<file path="config.mk">
export PLATFORM = sky130hd
export DESIGN_NAME = bt_front
export DESIGN_NICKNAME = d
export VERILOG_FILES = /design/src/design/bt_pkg.sv /design/src/design/bt_front.sv
export SDC_FILE = /design/constraint.sdc
export NUM_CORES = 1
export LEC_CHECK = 0
export BUFFER_PORTS_ARGS = -buffer_cell sky130_fd_sc_hd__buf_4
export CAP_MARGIN = 15
export CORE_MARGIN = 2
export CORE_UTILIZATION = 40
export DETAILED_ROUTE_END_ITERATION = 7
export SLEW_MARGIN = 20
export SYNTH_ARGS = -nofsm -noshare
export SYNTH_HDL_FRONTEND = slang
export SYNTH_SLANG_ARGS = --single-unit
export TNS_END_PERCENT = 20
</file>
<file path="constraint.sdc">
create_clock -name clk -period 7.7 [get_ports clk]
set_clock_uncertainty 0.1 [all_clocks]
set_input_delay 0.77 -clock clk [delete_from_list [all_inputs] [get_ports clk]]
set_output_delay 0.77 -clock clk [all_outputs]
set_load 0.01 [all_outputs]
</file>
<file path="src/design/bt_pkg.sv">
`default_nettype none
package bt_pkg;

    localparam int DEF_MAX_ATOMS = 65536;
    localparam int QUEUE_DEPTH   = 2;

    // divider geometry: dividend up to |dT| * 2^69, divisor up to tau * T
    localparam int DIV_N_W = 101;
    localparam int DIV_D_W = 56;

    localparam logic [31:0] CONV_Q40   = 32'd132240853;  // u_to_kg / k_B, 2^-40 units
    localparam logic [31:0] ONE_Q30    = 32'h4000_0000;
    localparam logic [63:0] ONE_Q60    = 64'h1000_0000_0000_0000;
    localparam logic [63:0] MAX_POS_Q  = 64'hEFFF_FFFF_FFFF_FFFF;
    localparam logic [63:0] SQRT_START = 64'h4000_0000_0000_0000;

    localparam logic [31:0] RST_TARGET = 32'd19660800;
    localparam logic [23:0] RST_TAU    = 24'd25600;

    localparam logic [1:0] REG_TARGET = 2'd0;
    localparam logic [1:0] REG_TAU    = 2'd1;
    localparam logic [1:0] REG_ENABLE = 2'd2;

    localparam logic CMD_ACCUM = 1'b0;
    localparam logic CMD_SCALE = 1'b1;

    localparam logic KIND_REPORT = 1'b0;
    localparam logic KIND_VEL    = 1'b1;

    typedef enum logic [3:0] {
        S_IDLE,
        S_SQ,
        S_MUL_LO,
        S_MUL_HI,
        S_ACC,
        S_CONV_LO,
        S_CONV_HI,
        S_CONV_ADD,
        S_DIV_T,
        S_CHECK,
        S_TAU,
        S_DIV_Q,
        S_ROOT_SET,
        S_ROOT,
        S_REPORT,
        S_SCALE
    } bt_state_t;

    typedef struct packed {
        logic        cmd;
        logic [23:0] mass;
        logic [23:0] vx;
        logic [23:0] vy;
        logic [23:0] vz;
        logic        last;
    } bt_item_t;

    typedef struct packed {
        logic     valid;
        bt_item_t item;
    } bt_head_t;

    typedef struct packed {
        logic [31:0] target;
        logic [23:0] tau;
        logic        enable;
    } bt_cfg_t;

    typedef struct packed {
        logic               go;
        logic [DIV_N_W-1:0] dividend;
        logic [DIV_D_W-1:0] divisor;
    } bt_div_req_t;

    typedef struct packed {
        logic               busy;
        logic               done;
        logic [DIV_N_W-1:0] quotient;
    } bt_div_rsp_t;

endpackage
`default_nettype wire

</file>
<file path="src/design/bt_front.sv">
`default_nettype none
module bt_front (
    input  wire logic             clk,
    input  wire logic             rst_n,
    input  wire logic             start,
    output logic                  busy,
    input  wire bt_pkg::bt_item_t item,
    input  wire logic             pop,
    output bt_pkg::bt_head_t      head
);
    import bt_pkg::*;

    localparam int PTR_W = (QUEUE_DEPTH > 1) ? $clog2(QUEUE_DEPTH) : 1;
    localparam int CNT_W = $clog2(QUEUE_DEPTH + 1);

    bt_item_t         slot_reg [QUEUE_DEPTH];
    logic [PTR_W-1:0] wr_ptr_reg, wr_ptr_next;
    logic [PTR_W-1:0] rd_ptr_reg, rd_ptr_next;
    logic [CNT_W-1:0] count_reg, count_next;
    logic             push;

    assign busy = (count_reg == CNT_W'(QUEUE_DEPTH));
    assign push = start && !busy;

    assign head.valid = (count_reg != '0);
    assign head.item  = slot_reg[rd_ptr_reg];

    always_comb
    begin
        wr_ptr_next = wr_ptr_reg;
        rd_ptr_next = rd_ptr_reg;
        count_next  = count_reg;
        if (push)
        begin
            wr_ptr_next = (wr_ptr_reg == PTR_W'(QUEUE_DEPTH - 1)) ? '0 : wr_ptr_reg + 1'b1;
        end
        if (pop)
        begin
            rd_ptr_next = (rd_ptr_reg == PTR_W'(QUEUE_DEPTH - 1)) ? '0 : rd_ptr_reg + 1'b1;
        end
        if (push && !pop)
        begin
            count_next = count_reg + 1'b1;
        end
        else if (pop && !push)
        begin
            count_next = count_reg - 1'b1;
        end
    end

    always_ff @(posedge clk or negedge rst_n)
    begin
        if (!rst_n)
        begin
            wr_ptr_reg <= '0;
            rd_ptr_reg <= '0;
            count_reg  <= '0;
        end
        else
        begin
            wr_ptr_reg <= wr_ptr_next;
            rd_ptr_reg <= rd_ptr_next;
            count_reg  <= count_next;
        end
    end

    always_ff @(posedge clk)
    begin
        if (push)
        begin
            slot_reg[wr_ptr_reg] <= item;
        end
    end

`ifndef SYNTH
    a_pop_needs_word: assert property (@(posedge clk) disable iff (!rst_n)
        pop |-> head.valid)
        else $error("pop from empty queue");
    a_count_bound: assert property (@(posedge clk) disable iff (!rst_n)
        count_reg <= CNT_W'(QUEUE_DEPTH))
        else $error("queue count overflow");
    a_full_no_push: assert property (@(posedge clk) disable iff (!rst_n)
        (busy && !pop) |=> busy)
        else $error("queue lost fullness without pop");
`endif
endmodule
`default_nettype wire

</file>
---- Word-level counts from Yosys, hierarchy flattened ----
Memories as Yosys holds them, arrays and structs flattened.
Cells that the tools add are included.
word-level totals
  register bits after elaboration ......... 4
  RAM bits ................................ 196
  input port bits ......................... 102
  output and inout port bits .............. 100
  logic and storage cells ................. 23
  memories kept ........................... 1
operators by class
  add/sub/neg operators ................... 4
  eq/ne operators ......................... 1
  multiplexer cells ....................... 6
  reductions and logical operators ........ 8
memories
  memory    words  bits a word  read ports  clocked after memory_dff  write ports  RTL line        text
  slot_reg  2      98           1           0                         1            bt_front.sv:16  bt_item_t slot_reg [QUEUE_DEPTH];
operator list
  kind                                                                count
  1-bit two-way mux                                                   4
  2-bit two-way mux                                                   2
  2-bit nonzero test                                                  2
  1-bit logical AND                                                   3
  1-bit logical NOT                                                   3
  1-bit adder, second input constant                                  2
  2-bit by 1-bit adder with 2-bit output, second input constant       1
  2-bit equality test, second input constant                          1
  2-bit by 1-bit subtractor with 2-bit output, second input constant  1

---- Longest topological paths before layout ----
Gate-level depths: netlist (run 1).
  word-level depth ........................ 7
  mapped depth ............................ 7
  mapped depth without buffers ............ 7

---- Worst setup path after synthesis (run 1) ----
Ideal clock, no wire load.
  path kind ............................... input to register
  start ................................... in start
  end ..................................... mem slot_reg[0][0] (netlist name), enable pin
  library setup time ...................... 0.555 ns
  arrival time ............................ 4.939 ns
  required time ........................... 7.045 ns
  slack ................................... 2.106 ns
  stages .................................. 2
  path buffers ............................ 0
  cell sequence ........................... nand2_1 > nor2_1
between the ends
  longest elaborated chain between the ends .. 3
RTL lines
  what                                     RTL line        text
  from (decl)                              bt_front.sv:5   input wire logic start,
  1-bit logical AND                        bt_front.sv:23  assign push = start && !busy;
  1-bit two-way mux                        bt_front.sv:69  if (push)
  1-bit two-way mux (implied by the code)  bt_front.sv:71  slot_reg[wr_ptr_reg] <= item;
  to (decl)                                bt_front.sv:16
No other way between the ends.

==> results of run 1 <==
cell families after synthesis:
| kind of cell | Yosys count | synth area share (%) |
|---|---|---|
| xor+xnor | 5 | 0.600 |
| flops | 200 | 82.0 |
| mux | 98 | 15.6 |
| fa+ha+maj | 1 | 0.171 |
| buf+inv | 14 | 1.17 |
| simple gates | 6 | 0.412 |
worst max-delay path, cell delays in order (launching register included):
cell and delay (ps):
dfrtp_4 880, buf_4 680, mux2_2 420, buf_4 140
synthesized netlist by cell type, drive strengths merged:
| library cell | instances |
|---|---|
| and3 | 1 |
| buf | 11 |
| dfrtp | 4 |
| edfxtp | 196 |
| ha | 1 |
| inv | 3 |
| mux2 | 98 |
| nand2 | 1 |
| nand2b | 1 |
| nor2 | 2 |
| or2 | 1 |
| xnor2 | 2 |
| xor2 | 3 |
power groups by stage:
stage	clock network, W	logic, W	registers [W]
floorplan	0	0.000669	0.00158
global placement	0	0.00112	0.00161
detailed placement	0	0.00113	0.00163
CTS	0.000951	0.00113	0.00160
global route	0.000993	0.00119	0.00162
finish	0.000926	0.00110	0.00160
routing by layer:
metal / wire [µm] / vias to the layer above / global-route usage, % / part of all wire (%)
met1: 5470 / 1771 / 16.8 / 41
li1: - / 1699 / - / -
met3: 1160 / 18 / 6.15 / 8.6
met4: 237 / 0 / 5.16 / 1.8
met2: 6620 / 130 / 22.8 / 49
met5: 0 / - / 0 / 0
cell type report:
type / count / area [µm²]
clock buffer: 17 / 425
sequential: 200 / 5990
fill: 1443 / 8210
timing repair buffer: 205 / 1540
clock inverter: 15 / 199
multi-input combinational: 110 / 1240
inverter: 3 / 11.3
tap: 229 / 287
path summary, 6_finish.rpt:
kind / slack (ps) / start / to / cells past startpoint
worst max-delay path: 4180 / rd_ptr_reg / head[85] / 3
worst min-delay path: 30 / rst_n / count_reg[0] / 1
worst max register to register: 5100 / count_reg[0] / slot_reg[0][15] / 5
worst min register to register: 390 / count_reg[1] / count_reg[1] / 1
max in group asynchronous: 7360 / rst_n / rd_ptr_reg / 1
min in group clk: 390 / count_reg[1] / count_reg[1] / 1
stage by stage:
step	power, W	util [%]	cell area [µm²]
after global routing	0.00380	54.1	9690
after CTS	0.00369	54.1	9690
after detailed placement	0.00275	50.6	9070
after floorplan	0.00225	-	7300
after global placement	0.00273	50.6	9070
final	0.00363	54.1	9690
==> run summary, run 1 <==
period utilization - 45.8%
initial core utilization - 40.8%
aggregate global routing overflow - 0
violation count after the first detailed-route iteration - 162
H-tree depth - 4
max reg flops - 196
DIE AREA - 0.0193 mm²
Synthesized Nets - 427
drt total wl - 13500 µm
Internal Power - 0.00263 W
Flop pwr share - 44.0%
CP startpoint kind - register
setup_tns - 0 ps
Setup Buffers After CTS - 0
Rows - 49
register area share after synthesis - 82.0%
vias in the first global route - 3950
first-pass GRT wire length - 20700 µm
RSZ-0062 raised after global routing - false
Global Route Usage Sum - 14.1%
Die Wd - 139 µm
Post-Syn Area per Cell - 22.5 µm²
CP Class - reg2out
Final Wtd Congestion - 0.711
number of max-slew violations in the final report - 0
IO Port Bufs - 201
Die H - 139 µm
Post-layout nets - 640
initial antenna violation count - 0
Yosys top cell area share - 80.6%
clock network fraction of design power - 25.5%
Cells after DPL - 747
DR WL/cell - 17.3 µm
Core Box Area - 0.0179 mm²
Fin. Hold Viols - 0
worst-path fanout max - 53
top post-synthesis cells by area - edfxtp_1, mux2_2, mux2_4, dfrtp_1, buf_2
fraction of layout instances using a drive strength above 1 - 61.6%
Ant. Diodes - 0
most frequent cells in the layout - buf_4, edfxtp_1, mux2_2
Post-Syn Instances - 324
clock sinks - 200
fin crit period - 3520 ps
most common cell after layout, fill and taps aside - buf_4
Worst EP required - 6830 ps
post-detail-place hpwl - 8750 µm
TritonCTS clock tree - done
Clock transition at path regs - 70 ps
Setup WS post-layout - 4180 ps
TritonRoute pass-1 iters - 4
yosys warns - 0
Via density - 4.64
vias after detailed routing - 3618
mapped cell area - 0.00730 mm²
synth-to-layout area growth - 32.8%
switching portion of total power - 27.6%
Layout Cells excl Fill - 779
largest net degree at the start of global routing - 56
post-CTS resize count - 0
hold slack - 27.5 ps
# DRC - 0
antenna-violating nets left - 0
CP endpoint kind - output port
cts bufs inserted - 17
Max Cap Viol - 0
Seq cells post-synth - 200
Clk Latency, worst-skew pair - 420 ps
final setup fails - 0
Hold Buf Count CTS - 0
worst slack, placed - 4570 ps
CTS max path bufs - 2
power per cell area - 374 mW/mm²
Yosys top cell by area - edfxtp_1
status - finished, final reports clean
Rel. slew slack - 48.7%
Worst Hold Class - in2async
combinational power share - 30.4%
IO Pins - 202
clock tree root buffer cell - clkbuf_16
Leak - 3.65 nW
Yosys cell types - 15
Sw Pwr - 0.00100 W
Least-Margin Pin Slew - 770 ps
maximum VDD drop - 0.365 mV
Arrival @ worst endpoint - 2650 ps
Max Clk Rate - 284 MHz
Power figures use the tool's default switching activity.
==> run 2, diff against run 1 <==
--- a/config.mk
+++ b/config.mk
@@ -10,6 +10,7 @@
 export CORE_MARGIN = 2
 export CORE_UTILIZATION = 40
 export DETAILED_ROUTE_END_ITERATION = 7
+export PLACE_DENSITY = 0.66
 export SLEW_MARGIN = 20
 export SYNTH_ARGS = -nofsm -noshare
 export SYNTH_HDL_FRONTEND = slang
==> constraint.sdc (replaced) <==
create_clock -name clk -period 3.1 [get_ports clk]
set_clock_uncertainty 0.1 [all_clocks]
set_input_delay 0.31 -clock clk [delete_from_list [all_inputs] [get_ports clk]]
set_output_delay 0.31 -clock clk [all_outputs]
set_load 0.01 [all_outputs]
==> run 2 against run 1 <==
Effect of this change: flip-flop and latch count is the same; routed wire length grew 5.9%; setup slack lost 3500 ps; sequential share of layout area shrank 5.8 points; final area grew 10%; combinational power grew to 2.7 times the previous value; final cell count grew 13%; non-clock buffer count grew 102; critical endpoint is now head[77].
==> run summary, run 2 (synthesis results as in run 1) <==
Fin. Hold Viols - 0
crit-path cells - buf_4 > mux2_2 > buf_4
placed cell area - 0.00911 mm²
vias after detailed routing - 4052
Ant. Diodes - 0
Internal Power - 0.00656 W
violation count after the first detailed-route iteration - 140
Final Wtd Congestion - 0.714
Max Clk Rate - 408 MHz
CTS max path bufs - 2
# DRC - 0
final setup fails - 0
clock tree root buffer cell - clkbuf_16
IO Port Bufs - 201
design area - 0.0107 mm²
Die H - 139 µm
vias in the first global route - 4416
power per cell area - 845 mW/mm²
Setup WS post-layout - 646 ps
post-detail-place hpwl - 9020 µm
TritonCTS clock tree - done
combinational power share - 32.7%
switching portion of total power - 27.5%
most common cell after layout, fill and taps aside - buf_4
crit-path leading delay family - flip-flops
Via density - 4.60
Core Box Area - 0.0179 mm²
post-CTS resize count - 0
hold slack - 143 ps
Rows - 49
worst-path fanout max - 27
Buf+Inv Stages, Crit Path - 2
initial core utilization - 40.8%
DR WL/cell - 16.2 µm
DIE AREA - 0.0193 mm²
max reg flops - 196
cts bufs inserted - 17
Arrival @ worst endpoint - 2040 ps
drt total wl - 14300 µm
aggregate global routing overflow - 0
Global Route Usage Sum - 14.7%
maximum VDD drop - 0.447 mV
most frequent cells in the layout - buf_4, edfxtp_1, dlygate4sd3_1
first-pass GRT wire length - 22000 µm
Flop pwr share - 43.2%
Post-layout nets - 742
TritonRoute pass-1 iters - 4
initial antenna violation count - 0
largest net degree at the start of global routing - 57
Clock transition at path regs - 70 ps
fin crit period - 2450 ps
Storage cell area - 0.00599 mm²
CP startpoint kind - register
Worst Hold Class - in2async
RSZ-0062 raised after global routing - false
H-tree depth - 4
crit-path most repeated cell - buf_4
antenna-violating nets left - 0
worst slack, placed - 1060 ps
Die Wd - 139 µm
fraction of layout instances using a drive strength above 1 - 51.7%
multi-input gate area in the final layout - 0.00124 mm²
Worst EP required - 2690 ps
number of max-slew violations in the final report - 0
setup_tns - 0 ps
Worst path max stage delay - 660 ps
period utilization - 79.2%
Clk Latency, worst-skew pair - 410 ps
Least-Margin Pin Slew - 771 ps
CP Class - reg2out
Sw Pwr - 0.00248 W
Slowest-stage cell, CP - dfrtp_4
Leak - 4.07 nW
status - finished, final reports clean
CP endpoint kind - output port
fillers - 1351
clock network fraction of design power - 24.1%
Max Cap Viol - 0
Rel. slew slack - 48.6%
post-layout util - 59.7%
synth-to-layout area growth - 46.5%
clock sinks - 200
IO Pins - 202
-- run 2: worst reg2reg max path, stage by stage, from the launching register on --
cell and delay [ps]:
dfrtp_1 400, nand2b_1 170, nand2_1 150, nor2_4 120
buf_4 620
-- run 2: worst paths after layout --
path / cells after the start / endpoint / slack (ps) / start
worst min-delay path: 2 / count_reg[0] / 140 / rst_n
worst min register to register: 1 / count_reg[1] / 390 / count_reg[1]
min in group clk: 3 / wr_ptr_reg / 180 / start
worst max register to register: 4 / slot_reg[0][30] / 1150 / count_reg[0]
worst max-delay path: 3 / head[77] / 650 / rd_ptr_reg
max in group asynchronous: 2 / rd_ptr_reg / 2640 / rst_n
-- run 2: power by group through the flow --
stage / sequential (W) / clock (W) / combinational [W]
final: 0.00391 / 0.00218 / 0.00296
after global routing: 0.00396 / 0.00235 / 0.00316
after CTS: 0.00392 / 0.00224 / 0.00301
after detailed placement: 0.00398 / 0 / 0.00290
after global placement: 0.00393 / 0 / 0.00288
after floorplan: 0.00389 / 0 / 0.00167
-- run 2: routing by layer --
| layer | part of all wire [%] | GRT usage (%) | up-vias |
|---|---|---|---|
| li1 | - | - | 1905 |
| met1 | 39 | 16.6 | 1992 |
| met2 | 53 | 26.1 | 138 |
| met3 | 6.4 | 5.32 | 17 |
| met4 | 1.5 | 4.31 | 0 |
| met5 | 0 | 0 | - |
-- run 2: timing repair --
| action | CTS | global route |
|---|---|---|
| hold buffers | 100 | 0 |
| hold endpoints to repair | 201 | 0 |
| buffers inserted | 0 | 0 |
-- run 2: layout make-up --
class | instances | area share [%]
Sequential cell | 200 | 56.0
Timing Repair Buffer | 307 | 24.1
Multi-Input combinational cell | 110 | 11.6
Clock buffer | 20 | 4.08
Tap cell | 229 | 2.68
Clock inverter | 12 | 1.39
Inverter | 3 | 0.105
-- run 2: metrics by stage --
step           instances  power, W
2_1_floorplan        324   0.00555
3_3_place_gp         749   0.00681
3_5_place_dp         749   0.00687
4_1_cts              881   0.00917
5_1_grt              881   0.00947
6_report             881   0.00904
==> run 3, diff against run 2 <==
--- a/config.mk
+++ b/config.mk
@@ -10,7 +10,6 @@
 export CORE_MARGIN = 2
 export CORE_UTILIZATION = 40
 export DETAILED_ROUTE_END_ITERATION = 7
-export PLACE_DENSITY = 0.66
 export SLEW_MARGIN = 20
 export SYNTH_ARGS = -nofsm -noshare
 export SYNTH_HDL_FRONTEND = slang
==> constraint.sdc (replaced) <==
create_clock -name clk -period 2.6 [get_ports clk]
set_clock_uncertainty 0.1 [all_clocks]
set_input_delay 0.26 -clock clk [delete_from_list [all_inputs] [get_ports clk]]
set_output_delay 0.26 -clock clk [all_outputs]
set_load 0.01 [all_outputs]
==> run 3 against run 2 <==
Effect of this change: critical path depth unchanged; flip-flop and latch count did not move; first-iteration DRC count shrank 3.6%; utilization is 0.21 points higher; non-clock buffer count is 1 higher; total power grew 20%.
==> run summary, run 3 (synthesis results as in run 1) <==
final setup fails - 0
antenna-violating nets left - 0
maximum VDD drop - 0.731 mV
# DRC - 0
Max Cap Viol - 0
Rel. slew slack - 68.7%
most common cell after layout, fill and taps aside - buf_4
post-CTS resize count - 0
first-pass GRT wire length - 22600 µm
setup_tns - 0 ps
IO Pins - 202
initial antenna violation count - 0
TritonCTS clock tree - done
most frequent cells in the layout - buf_4, edfxtp_1, dlygate4sd3_1
Clk Latency, worst-skew pair - 410 ps
vias in the first global route - 4487
synth-to-layout area growth - 47.0%
post-layout util - 59.9%
Clock transition at path regs - 70 ps
Final Wtd Congestion - 0.723
Arrival @ worst endpoint - 1770 ps
worst-path fanout max - 69
Slowest-stage cell, CP - dfrtp_4
Worst Hold Class - in2reg
Fin. Hold Viols - 0
Worst path max stage delay - 420 ps
max reg flops - 196
clock sinks - 200
CTS max path bufs - 2
CP startpoint kind - register
Post-layout nets - 743
cts bufs inserted - 17
DR WL/cell - 16.3 µm
largest net degree at the start of global routing - 83
RSZ-0062 raised after global routing - false
initial core utilization - 40.8%
DIE AREA - 0.0193 mm²
drt total wl - 14300 µm
fraction of layout instances using a drive strength above 1 - 52.1%
clock tree root buffer cell - clkbuf_16
Least-Margin Pin Slew - 470 ps
IO Port Bufs - 201
Leak - 4.08 nW
Setup Buffers After CTS - 0
Ant. Diodes - 0
Die H - 139 µm
Via density - 4.59
H-tree depth - 4
number of max-slew violations in the final report - 0
violation count after the first detailed-route iteration - 135
period utilization - 82.1%
fin crit period - 2130 ps
aggregate global routing overflow - 0
Max Clk Rate - 469 MHz
Global Route Usage Sum - 15.0%
CP Class - reg2out
TritonRoute pass-1 iters - 4
status - finished, final reports clean
Die Wd - 139 µm
CP endpoint kind - output port
post-detail-place hpwl - 8870 µm
vias after detailed routing - 4041
crit-path cells - buf_12 > mux2_2 > buf_4
Core Box Area - 0.0179 mm²
Worst EP required - 2240 ps
Rows - 49
power per cell area - 1010 mW/mm²
==> run 3: worst paths after layout <==
kind / start / to / slack, ps / cells after the start
max in group asynchronous: rst_n / rd_ptr_reg / 2200 / 2
setup / recovery: rd_ptr_reg / head[86] / 470 / 3
hold reg to reg: count_reg[0] / count_reg[0] / 440 / 1
min in group asynchronous: rst_n / count_reg[1] / 90 / 2
setup reg to reg: count_reg[0] / slot_reg[1][27] / 840 / 3
hold / removal: start / wr_ptr_reg / 60 / 3
==> run 3: layer usage <==
| layer | GRT usage [%] | vias to the layer above | wire length (µm) |
|---|---|---|---|
| met4 | 5.48 | 0 | 315 |
| met2 | 26.2 | 130 | 7430 |
| met3 | 5.46 | 21 | 910 |
| li1 | - | 1911 | - |
| met1 | 17.0 | 1979 | 5690 |
| met5 | 0 | - | 0 |
==> run 3: power by group <==
| group | internal [W] | switching (W) | leakage (nW) |
|---|---|---|---|
| Sequential | 0.00440 | 0.000171 | 1.87 |
| Combinational | 0.00194 | 0.00172 | 1.93 |
| Clock | 0.00151 | 0.00110 | 0.286 |
==> run 3: layout make-up <==
type                            count  area, µm²
Clock buffer                       18        429
Timing Repair Buffer              308       2610
Sequential cell                   200       5990
Tap cell                          229        287
Multi-Input combinational cell    110       1250
Inverter                            3       11.3
Clock inverter                     13        151
Fill cell                        1367       7170
==> run 3: through the flow <==
step	hold slack (ps)	area [µm²]	total power, W	worst slack, ps	std cells
CTS	42.2	10700	0.0110	420	881
finish	62.6	10700	0.0108	466	881
global route	68.0	10700	0.0114	378	881
detailed placement	-38.3	9150	0.00825	814	750
floorplan	-136	7320	0.00661	7.15	324
global placement	-40.5	9150	0.00820	840	750
==> run 3: what timing repair did <==
item / CTS / global route
hold buffers: 100 / 0
hold endpoints to repair: 201 / 0
setup endpoints to repair: 0 / 0
==> run 3: worst max-delay path, delay by kind of cell (launching register included) <==
| family | cells | cell delay, ps |
|---|---|---|
| buf+inv | 2 | 510 |
| flops | 1 | 420 |
| mux | 1 | 400 |
